$ cat config.mk
export PLATFORM = sky130hd
export DESIGN_NAME = rc4_keystream_generator_top
export DESIGN_NICKNAME = d
export VERILOG_FILES = /design/src/rtl/core/rc4_pkg.sv /design/src/rtl/core/rc4_keystream_generator_top.sv /design/src/rtl/core/rc4_ram.sv
export SDC_FILE = /design/constraint.sdc
export NUM_CORES = 2
export LEC_CHECK = 0
export BUFFER_PORTS_ARGS = -buffer_cell sky130_fd_sc_hd__buf_2
export CORE_MARGIN = 1
export CORE_UTILIZATION = 45
export CTS_BUF_LIST = sky130_fd_sc_hd__clkbuf_4 sky130_fd_sc_hd__clkbuf_8
export CTS_CLUSTER_SIZE = 40
export DETAILED_ROUTE_END_ITERATION = 8
export PLACE_DENSITY_LB_ADDON = 0.15
export RECOVER_POWER = 25
export SLEW_MARGIN = 10
export SYNTH_ARGS = -nofsm -noshare
export SYNTH_HDL_FRONTEND = slang
export SYNTH_SLANG_ARGS = --single-unit
$ cat constraint.sdc
create_clock -name clk -period 13.5 [get_ports clk]
set_input_delay 0 -clock clk [delete_from_list [all_inputs] [get_ports clk]]
set_output_delay 0 -clock clk [all_outputs]
set_load 0.05 [all_outputs]
$ cat src/rtl/core/rc4_pkg.sv
// ----------------------------------------------------------------------------
// rc4_pkg
// shared types and constants of the rc4 keystream engine
// ----------------------------------------------------------------------------
package rc4_pkg;

    localparam int SBOX_DEPTH = 256;
    localparam int SBOX_AW    = $clog2(SBOX_DEPTH);
    localparam int KEY_DEPTH  = 256;
    localparam int KEY_AW     = $clog2(KEY_DEPTH);
    localparam int LEN_W      = 9;

    typedef enum logic [1:0] {
        OP_LOAD  = 2'd0,
        OP_SCHED = 2'd1,
        OP_GEN   = 2'd2,
        OP_BAD   = 2'd3
    } op_t;

    typedef enum logic [1:0] {
        KIND_KEY   = 2'd0,
        KIND_SCHED = 2'd1,
        KIND_GEN   = 2'd2,
        KIND_BAD   = 2'd3
    } kind_t;

    typedef enum logic [3:0] {
        ST_CLEAR,
        ST_IDLE,
        ST_FILL,
        ST_KS_RD,
        ST_KS_RJ,
        ST_KS_WI,
        ST_KS_WJ,
        ST_GEN_RJ,
        ST_GEN_SW,
        ST_GEN_WJ,
        ST_RESULT
    } state_t;

endpackage

$ cat src/rtl/core/rc4_keystream_generator_top.sv
// ----------------------------------------------------------------------------
// rc4_keystream_generator_top
// rc4 engine: key store, key schedule and keystream generation
// ----------------------------------------------------------------------------
// One item is taken at a time, and every item gives one result. A key byte
// load or an unknown opcode goes straight to the result state. A keystream
// byte needs three dependent reads and two writes on the S-box ram, which
// has one write port and one read port. A key schedule sets the identity,
// then runs a swap step for each S-box entry. After reset a clearing pass
// zeroes all 256 S-box entries before the first transfer is taken. A
// finished result waits in an output register, so the next item may be
// taken before the previous result is drained.
module rc4_keystream_generator_top
    import rc4_pkg::*;
(
    input  logic        clk,
    input  logic        rst_n,
    input  logic        s_axis_tvalid,
    output logic        s_axis_tready,
    // key_byte[7:0], key_index[15:8], key_length[24:16], restart[25], zero fill
    input  logic [31:0] s_axis_tdata,
    // opcode[1:0]
    input  logic [1:0]  s_axis_tuser,
    output logic        m_axis_tvalid,
    input  logic        m_axis_tready,
    // keystream_byte[7:0]
    output logic [7:0]  m_axis_tdata,
    // result_kind[1:0]
    output logic [1:0]  m_axis_tuser
);

    state_t              state_reg, state_next;
    logic [SBOX_AW-1:0]  n_reg, n_next;
    logic [KEY_AW-1:0]   kc_reg, kc_next;
    logic [LEN_W-1:0]    len_reg, len_next;
    logic [7:0]          i_reg, i_next;
    logic [7:0]          j_reg, j_next;
    logic [7:0]          si_reg, si_next;
    logic [7:0]          sj_reg, sj_next;
    kind_t               kind_reg, kind_next;
    logic [7:0]          byte_reg, byte_next;
    logic                out_valid_reg, out_valid_next;
    kind_t               out_kind_reg, out_kind_next;
    logic [7:0]          out_byte_reg, out_byte_next;

    logic                accept;
    op_t                 opcode;
    logic [7:0]          key_byte;
    logic [7:0]          key_index;
    logic [LEN_W-1:0]    key_length;
    logic                restart;
    logic [LEN_W-1:0]    len_sat;
    logic [7:0]          i_base;
    logic [7:0]          t_addr;
    logic                last_n;

    logic                sbox_we, sbox_re;
    logic [SBOX_AW-1:0]  sbox_waddr, sbox_raddr;
    logic [7:0]          sbox_wdata, sbox_rdata;
    logic                key_we, key_re;
    logic [KEY_AW-1:0]   key_waddr, key_raddr;
    logic [7:0]          key_rdata;

    assign opcode     = op_t'(s_axis_tuser);
    assign key_byte   = s_axis_tdata[7:0];
    assign key_index  = s_axis_tdata[15:8];
    assign key_length = s_axis_tdata[24:16];
    assign restart    = s_axis_tdata[25];

    assign s_axis_tready = (state_reg == ST_IDLE);
    assign accept        = s_axis_tvalid && s_axis_tready;
    assign m_axis_tvalid = out_valid_reg;
    assign m_axis_tdata  = out_byte_reg;
    assign m_axis_tuser  = out_kind_reg;

    assign last_n = (n_reg == SBOX_AW'(SBOX_DEPTH - 1));
    assign i_base = restart ? 8'd0 : i_reg;
    assign t_addr = si_reg + sj_reg;

    always_comb
    begin
        if (key_length == '0)
        begin
            len_sat = LEN_W'(1);
        end
        else if (key_length > LEN_W'(KEY_DEPTH))
        begin
            len_sat = LEN_W'(KEY_DEPTH);
        end
        else
        begin
            len_sat = key_length;
        end
    end

    rc4_ram #(
        .WIDTH (8),
        .DEPTH (SBOX_DEPTH)
    ) u_sbox (
        .clk   (clk),
        .we    (sbox_we),
        .waddr (sbox_waddr),
        .wdata (sbox_wdata),
        .re    (sbox_re),
        .raddr (sbox_raddr),
        .rdata (sbox_rdata)
    );

    rc4_ram #(
        .WIDTH (8),
        .DEPTH (KEY_DEPTH)
    ) u_key (
        .clk   (clk),
        .we    (key_we),
        .waddr (key_waddr),
        .wdata (key_byte),
        .re    (key_re),
        .raddr (key_raddr),
        .rdata (key_rdata)
    );

    // next state
    always_comb
    begin
        state_next = state_reg;
        unique case (state_reg)
            ST_CLEAR:
            begin
                if (last_n)
                begin
                    state_next = ST_IDLE;
                end
            end
            ST_IDLE:
            begin
                if (accept)
                begin
                    unique case (opcode)
                        OP_SCHED: state_next = ST_FILL;
                        OP_GEN:   state_next = ST_GEN_RJ;
                        OP_LOAD,
                        OP_BAD:   state_next = ST_RESULT;
                    endcase
                end
            end
            ST_FILL:
            begin
                if (last_n)
                begin
                    state_next = ST_KS_RD;
                end
            end
            ST_KS_RD:  state_next = ST_KS_RJ;
            ST_KS_RJ:  state_next = ST_KS_WI;
            ST_KS_WI:  state_next = ST_KS_WJ;
            ST_KS_WJ:  state_next = last_n ? ST_RESULT : ST_KS_RD;
            ST_GEN_RJ: state_next = ST_GEN_SW;
            ST_GEN_SW: state_next = ST_GEN_WJ;
            ST_GEN_WJ: state_next = ST_RESULT;
            ST_RESULT:
            begin
                if (!out_valid_reg || m_axis_tready)
                begin
                    state_next = ST_IDLE;
                end
            end
            default:   state_next = ST_IDLE;
        endcase
    end

    // datapath and memory controls
    always_comb
    begin
        n_next         = n_reg;
        kc_next        = kc_reg;
        len_next       = len_reg;
        i_next         = i_reg;
        j_next         = j_reg;
        si_next        = si_reg;
        sj_next        = sj_reg;
        kind_next      = kind_reg;
        byte_next      = byte_reg;
        out_valid_next = out_valid_reg;
        out_kind_next  = out_kind_reg;
        out_byte_next  = out_byte_reg;

        sbox_we    = 1'b0;
        sbox_waddr = n_reg;
        sbox_wdata = 8'd0;
        sbox_re    = 1'b0;
        sbox_raddr = n_reg;
        key_we     = 1'b0;
        key_waddr  = key_index[KEY_AW-1:0];
        key_re     = 1'b0;
        key_raddr  = kc_reg;

        if (out_valid_reg && m_axis_tready)
        begin
            out_valid_next = 1'b0;
        end

        unique case (state_reg)
            ST_CLEAR:
            begin
                sbox_we = 1'b1;
                n_next  = n_reg + 1'b1;
            end
            ST_IDLE:
            begin
                if (accept)
                begin
                    byte_next = 8'd0;
                    unique case (opcode)
                        OP_LOAD:
                        begin
                            key_we    = ({1'b0, key_index} < 9'(KEY_DEPTH));
                            kind_next = KIND_KEY;
                        end
                        OP_SCHED:
                        begin
                            len_next  = len_sat;
                            n_next    = '0;
                            kind_next = KIND_SCHED;
                        end
                        OP_GEN:
                        begin
                            i_next     = i_base + 8'd1;
                            j_next     = restart ? 8'd0 : j_reg;
                            sbox_re    = 1'b1;
                            sbox_raddr = SBOX_AW'(i_base + 8'd1);
                            kind_next  = KIND_GEN;
                        end
                        OP_BAD:
                        begin
                            kind_next = KIND_BAD;
                        end
                    endcase
                end
            end
            ST_FILL:
            begin
                sbox_we    = 1'b1;
                sbox_wdata = 8'(n_reg);
                n_next     = n_reg + 1'b1;
                kc_next    = '0;
                j_next     = 8'd0;
            end
            ST_KS_RD:
            begin
                sbox_re = 1'b1;
                key_re  = 1'b1;
            end
            ST_KS_RJ:
            begin
                j_next     = j_reg + sbox_rdata + key_rdata;
                si_next    = sbox_rdata;
                sbox_re    = 1'b1;
                sbox_raddr = SBOX_AW'(j_reg + sbox_rdata + key_rdata);
            end
            ST_KS_WI:
            begin
                sbox_we    = 1'b1;
                sbox_wdata = sbox_rdata;
            end
            ST_KS_WJ:
            begin
                sbox_we    = 1'b1;
                sbox_waddr = SBOX_AW'(j_reg);
                sbox_wdata = si_reg;
                n_next     = n_reg + 1'b1;
                // key position wraps at the key length
                if (({1'b0, kc_reg} + 9'd1) == len_reg)
                begin
                    kc_next = '0;
                end
                else
                begin
                    kc_next = kc_reg + 1'b1;
                end
                if (last_n)
                begin
                    i_next = 8'd0;
                    j_next = 8'd0;
                end
            end
            ST_GEN_RJ:
            begin
                si_next    = sbox_rdata;
                j_next     = j_reg + sbox_rdata;
                sbox_re    = 1'b1;
                sbox_raddr = SBOX_AW'(j_reg + sbox_rdata);
            end
            ST_GEN_SW:
            begin
                sj_next    = sbox_rdata;
                sbox_we    = 1'b1;
                sbox_waddr = SBOX_AW'(i_reg);
                sbox_wdata = sbox_rdata;
                sbox_re    = 1'b1;
                sbox_raddr = SBOX_AW'(si_reg + sbox_rdata);
            end
            ST_GEN_WJ:
            begin
                sbox_we    = 1'b1;
                sbox_waddr = SBOX_AW'(j_reg);
                sbox_wdata = si_reg;
                // the read of s[t] predates both swap writes
                if (t_addr == j_reg)
                begin
                    byte_next = si_reg;
                end
                else if (t_addr == i_reg)
                begin
                    byte_next = sj_reg;
                end
                else
                begin
                    byte_next = sbox_rdata;
                end
            end
            ST_RESULT:
            begin
                if (!out_valid_reg || m_axis_tready)
                begin
                    out_valid_next = 1'b1;
                    out_kind_next  = kind_reg;
                    out_byte_next  = byte_reg;
                end
            end
            default:
            begin
            end
        endcase
    end

    always_ff @(posedge clk or negedge rst_n)
    begin
        if (!rst_n)
        begin
            state_reg     <= ST_CLEAR;
            n_reg         <= '0;
            kc_reg        <= '0;
            len_reg       <= LEN_W'(1);
            i_reg         <= 8'd0;
            j_reg         <= 8'd0;
            kind_reg      <= KIND_KEY;
            out_valid_reg <= 1'b0;
            out_kind_reg  <= KIND_KEY;
        end
        else
        begin
            state_reg     <= state_next;
            n_reg         <= n_next;
            kc_reg        <= kc_next;
            len_reg       <= len_next;
            i_reg         <= i_next;
            j_reg         <= j_next;
            kind_reg      <= kind_next;
            out_valid_reg <= out_valid_next;
            out_kind_reg  <= out_kind_next;
        end
    end

    always_ff @(posedge clk)
    begin
        si_reg       <= si_next;
        sj_reg       <= sj_next;
        byte_reg     <= byte_next;
        out_byte_reg <= out_byte_next;
    end

    // a held result must not be overwritten
    assert property (@(posedge clk) disable iff (!rst_n)
        (state_reg == ST_RESULT && out_valid_reg && !m_axis_tready)
        |=> (state_reg == ST_RESULT))
        else $error("result slot overwritten while held");

    // schedule leaves both indexes at zero
    assert property (@(posedge clk) disable iff (!rst_n)
        (state_reg == ST_KS_WJ && last_n)
        |=> (i_reg == 8'd0 && j_reg == 8'd0 && state_reg == ST_RESULT))
        else $error("indexes not cleared after schedule");

    // keystream sequence ends in a keystream result
    assert property (@(posedge clk) disable iff (!rst_n)
        (state_reg == ST_GEN_WJ)
        |=> (state_reg == ST_RESULT && kind_reg == KIND_GEN))
        else $error("keystream result lost its kind");

    // no s-box write while items are taken
    assert property (@(posedge clk) disable iff (!rst_n)
        (state_reg == ST_IDLE) |-> !sbox_we)
        else $error("s-box written while idle");

endmodule

$ cat src/rtl/core/rc4_ram.sv
// ----------------------------------------------------------------------------
// rc4_ram
// generic single write port, single read port ram with registered read
// ----------------------------------------------------------------------------
module rc4_ram #(
    parameter int WIDTH = 8,
    parameter int DEPTH = 256
) (
    input  logic                     clk,
    input  logic                     we,
    input  logic [$clog2(DEPTH)-1:0] waddr,
    input  logic [WIDTH-1:0]         wdata,
    input  logic                     re,
    input  logic [$clog2(DEPTH)-1:0] raddr,
    output logic [WIDTH-1:0]         rdata
);

    logic [WIDTH-1:0] mem [DEPTH];

    // read returns the old contents on a same-address write
    always_ff @(posedge clk)
    begin
        if (we)
        begin
            mem[waddr] <= wdata;
        end
        if (re)
        begin
            rdata <= mem[raddr];
        end
    end

endmodule

* Word-level counts from Yosys, hierarchy flattened
Memories as Yosys holds them, arrays and structs flattened. A register that Yosys moved wholly into a read port is not among the register bits.
Index checks and enable logic that the tools add are counted.
** Operators by class
- Add/sub/neg operators :: 8
- Multipliers :: 0
- Divide/modulo/power cells :: 0
- $lt $le $gt $ge :: 1
- Eq/ne operators :: 25
- Shift-type cells :: 0
- Multiplexer cells :: 48
- Bitwise gates (word level) :: 0
- Reductions and logical operators :: 27
** Operators with widths (count)
- two-way mux 8 bit :: 15
- one-hot mux 8 bit (2 select lines) :: 5
- one-hot mux 4 bit (11 select lines) :: 1
- one-hot mux 8 bit (5 select lines) :: 1
- adder 8 bit :: 4
- one-hot mux 8 bit (4 select lines) :: 1
- adder 8 x 1 -> 8 bit (second input constant) :: 3
- one-hot mux 8 bit (3 select lines) :: 1
- two-way mux 4 bit :: 5
- two-way mux 9 bit :: 2
- == test 4 x 3 -> 1 bit (second input constant) :: 4
- == test 8 bit :: 2
- two-way mux 1 bit :: 14
- == test 4 bit (second input constant) :: 3
- one-hot mux 4 bit (3 select lines) :: 1
- adder 8 x 1 -> 9 bit (second input constant) :: 1
- == test 9 bit :: 1
- > comparator 9 bit (second input constant) :: 1
- logical NOT 9 bit :: 1
- == test 4 x 2 -> 1 bit (second input constant) :: 2
- == test 8 bit (second input constant) :: 1
- != test 2 x 1 -> 1 bit (second input constant) :: 4
- != test 2 bit (second input constant) :: 4
- one-hot mux 2 bit (4 select lines) :: 1
- 19 further kinds :: 31
** Storage, ports and cells
- Register bits after elaboration :: 82
- Latch bits :: 0
- RAM bits :: 4096
- Bits in read-only memories :: 0
- Output and inout port bits :: 12
- Logic and storage cells :: 124
- Memories :: 2
** Memory list
- u_key.mem :: depth 256, bits a word 8, read ports 1, clocked after Yosys merged registers in 1, wr ports 1, RTL line rc4_ram.sv:18 : logic [WIDTH-1:0] mem [DEPTH];
- u_sbox.mem :: depth 256, bits a word 8, read ports 1, clocked after Yosys merged registers in 1, wr ports 1, RTL line rc4_ram.sv:18

* Longest topological paths before layout
- Depth in word-level cells :: 6
- Depth in mapped cells :: 21
- Depth with buffers taken out :: 19

* By module
A second synthesis with hierarchy kept.
** Unflattened totals
- Cell total of the unflattened synthesis :: 8152
- Area, all modules :: 165447.4 sq um
** Modules (own cells, without submodules)
- rc4_ram :: instances 2, cells an instance 3733, area each 79636.4 sq um, sequential area each 61739.2 sq um
- rc4_keystream_generator_top :: instances 1, cells an instance 686, area each 6174.7 sq um, sequential area each 2213.4 sq um

* Worst setup path after synthesis
Ideal clock, no wire load.
- Path kind :: register -> register
- Start point :: register state_reg[3]
- End point :: memory u_sbox.mem[0][0] (data pin)
- Arrival time :: 4537 ps
- Setup slack :: 8192 ps
- Stages on the path, launching flop included :: 7
- Path buffers :: 3
- Path through :: dfrtp_1 -> buf_6 -> clkbuf_1 -> clkbuf_1 -> nor4_1 -> a222oi_1 -> inv_1
** Between the ends
- Cells in the longest elaborated chain, start to end :: 3
** RTL lines
- start, declared :: RTL line rc4_keystream_generator_top.sv:32 : state_t state_reg, state_next;
- start signal, assigned :: RTL line rc4_keystream_generator_top.sv:352 : state_reg <= state_next;
- == test 4 bit or == test 4 x 3 -> 1 bit (tied branches) :: RTL line rc4_keystream_generator_top.sv:202 : unique case (state_reg)
- OR reduction 2 bit (no line)
- one-hot mux 8 bit (3 select lines) (*) :: RTL line rc4_keystream_generator_top.sv:202
- named net sbox_wdata[0] :: RTL line rc4_keystream_generator_top.sv:59 : logic [7:0] sbox_wdata, sbox_rdata;
- end, declared :: RTL line rc4_ram.sv:18
The timed path passes the listed nets; every way through them passes the cells marked *.

* Final worst setup path
- Start point :: input port s_axis_tdata[6]
- End point :: memory u_key.mem[116][6] (data pin)
** RTL lines
- start, declared :: RTL line rc4_keystream_generator_top.sv:21 : input logic [31:0] s_axis_tdata,
- end, declared :: RTL line rc4_ram.sv:18
Straight into the memory's write port.

==> impl_metrics.yaml <==
run_status:
  status: "finished, violations left"
  violations: "capacitance limit, slew limit"
place:
  dp_cells: 13100
  placed_cell_area_um2: 171000
  dp.final_hpwl_um: 263000
  place_congestion: 0.839
  portBuffers: 43
  pre_cts_ws_ps: 5970
clock_tree:
  htree_num_levels: 6
  clkSlewWorstSetupHoldPaths_ps: 60
  root_buffer: "clkbuf_8"
  cts_buffers: 682
  insertion_delay_ps: 1200
  clkSinkCount: 4194
  postCtsResizedCells: 0
  cts_setup_buffers: 0
  clock_path_buffers: 4
  cts_tree: "built"
synthesis:
  synth.cell_area_um2: 165000
  yosys.area.top_type_share: 0.752
  synthAdderAreaFrac: 0.00321
  yosysWarnings: 0
  yosysMostFrequentCell: "edfxtp_1"
  synth_top_cell_by_area: "edfxtp_1"
  synthCells: 8545
  synthSimpleGateAreaFrac: 0.0359
  synth_nets: 8623
  synthXorXnorAreaFrac: 0.00307
  synth_compound_area_frac: 0.0427
  async_reset_ff_frac: 0.0119
  yosysSeqAreaShare: 0.760
  muxShareOfSynthArea: 0.141
  synth_top_family_by_area: "multiplexers"
  yosysUniqueCellTypes: 85
  synth.area.top_cells: "edfxtp_1 (75%), mux4_2 (11%), mux2i_1 (3.2%)"
  synth-edff-count: 4144
  synth_common_cells: "edfxtp_1 (4144), mux4_2 (796), nor2_1 (648), mux2i_1 (530), nand2_1 (351)"
  synthFlopType: "edfxtp_1"
  avgSynthCellArea_um2: 19.4
  ys_ff_latch: 4194
pwr:
  power_frac_seq: 0.440
  switching_share: 0.327
  ir_drop_v: 0.000231
  p_leak_nw: 56.7
  clockPowerShare: 0.289
  power.internal_mw: 24.8
  p_comb_frac: 0.272
  switching_power_mw: 12.1
  powerDensity_nw_per_um2: 200
  power_mw: 36.9
setup_path:
  reg2reg_from: "state_reg[3]$_DFFE_PN0P_"
  worst_ep_required_time_ps: 13800
  cp.arrival_ps: 9800
  crit_chain: "dlygate4sd3_1, dlygate4sd3_1, clkbuf_1, clkbuf_1"
  worst-path-buf-inv: 4
  cp-startpoint: "s_axis_tdata[6]"
  path_class: "in2reg"
  slowest_stage: "clkbuf_1"
  critPathCaptureType: "flop"
  start_kind: "input port"
  cp_max_fo: 140
  crit_family: "buffers and inverters"
  slowest_delay_ps: 5090
floorplanning:
  die_y_um: 608
  dieArea_um2: 370000
  pin_count: 50
  rows: 222
  fp.coreArea_um2: 366000
  initial_core_util: 0.452
  die_w_um: 608
sta:
  finClkSkew_ps: 96.0
  rsz0062_at_grt: "no"
  worst_pin_slew_ps: 7430
  setup_violations: 0
  hold_ws_ps: 174
  fmax_mhz: 105
  relSlewSlack: -3.95
  period_share: 0.704
  drv_slew: 2098
  finalSetupTns_ps: 0
  min_period_ps: 9500
  final.setup.worst_slack_ps: 4000
  hold_violations: 0
drt:
  topRoutingLayerUsed: "met5"
  ant_nets: 0
  wire_per_inst_um: 31.0
  via_per_inst: 6.04
  drtPass1Iterations: 7
  route.detailed.drc: 0
  dr_wl_met2_um: 204000
  drt-initial-drc-count: 10000
  wl_met1_um: 194000
  wl_met3_um: 35600
  via_count: 86800
  drt-total-wl_um: 446000
layout:
  final_cell_area_um2: 185000
  fin_util: 0.505
  drive_gt1_frac: 0.220
  syn_to_final_growth_pct: 11.7
  fin_nets: 9102
  fin_cells: 14400
grt:
  antenna_found_initial: 35
  grt_pass1_vias: 87200
  grt.overflow.total: 0
  track_usage: 0.236
  grt_pass1_wl_um: 632000
  grt_max_degree: 154
job:
  drv_cap: 24
hold_path:
  hold_start: "s_axis_tdata[12]"
  min_path_type: "in2reg"
[power groups by stage]
| stage | clock network (mW) | registers (mW) | logic [mW] |
|---|---|---|---|
| floorplan | 0 | 16.7 | 6.07 |
| detailed placement | 0 | 16.5 | 10.0 |
| finish | 10.7 | 16.2 | 10.0 |
| global route | 11.4 | 16.3 | 10.5 |
| CTS | 10.8 | 16.2 | 10.1 |
| global placement | 0 | 16.5 | 9.86 |
[routing by layer]
metal,GRT usage,vias to the layer above
met5,0,-
met4,0.0657,4
met3,0.0416,668
met2,0.360,3653
met1,0.351,46100
li1,-,36400
[layout by cell type, fill, tap and decap left out, drive strengths merged, types with 21 or more instances in the layout]
cell type / Yosys / routed
nand2: 352 / 352
a211oi: 65 / 65
ha: 36 / 36
o21ai: 59 / 59
clkbuf: 255 / 985
nand3: 76 / 76
nor4: 21 / 21
inv: 29 / 56
o221ai: 237 / 237
mux4: 796 / 796
and3: 35 / 35
xor2: 23 / 23
edfxtp: 4144 / 4144
mux2i: 530 / 530
buf: 248 / 181
dlygate4sd3: 0 / 73
a21oi: 272 / 272
xnor2: 35 / 35
o22ai: 173 / 173
nor2: 652 / 652
a22oi: 57 / 57
a31oi: 32 / 32
clkinv: 2 / 220
nand4: 33 / 33
nor3: 112 / 112
dfrtp: 49 / 49
[what timing repair did]
| action | in CTS | in global routing |
|---|---|---|
| setup endpoints to repair | 0 | 0 |
| hold endpoints to repair | 2674 | 0 |
| hold buffers | 82 | 0 |
[final timing paths]
| path | end | cells past startpoint | slack, ps |
|---|---|---|---|
| max reg2reg | u_sbox.rdata[5]$_DFFE_PP_ | 12 | 5940 |
| min reg2reg | m_axis_tdata[7]$_DFFE_PP_ | 0 | 420 |
| max in group asynchronous | kc_reg[4]$_DFFE_PN0P_ | 6 | 9230 |
| min in group asynchronous | len_reg[0]$_DFFE_PN1P_ | 5 | 820 |
| min | u_key.mem[38][2]$_DFFE_PP_ | 4 | 170 |
| max | u_key.mem[116][6]$_DFFE_PP_ | 4 | 4000 |
[final cells by class]
| type | count | area, um2 |
|---|---|---|
| multi-input cells | 3817 | 37500 |
| diodes | 11 | 27.5 |
| flip-flops and latches | 4194 | 126000 |
| fillers | 29600 | 181000 |
| clock inverters | 264 | 1590 |
| clock buffers | 941 | 11400 |
| repair buffers | 298 | 2310 |
| well taps | 4816 | 6030 |
| inverters | 31 | 188 |
[kinds of logic after synthesis]
family                   after synthesis
multiplexers                        1329
AO/OA/AOI/OAI                       1017
AND/OR/NAND/NOR                     1373
XOR/XNOR                              58
flip-flops                          4194
adder cells (fa/ha/maj)               40
buffers and inverters                534
[tightest hold or removal path, cell delays in order]
cell and delay [ps]:
buf_2 110, nor3b_1 170, nand2_1 500, nor2_1 330
(Power assumes the default switching activity.)
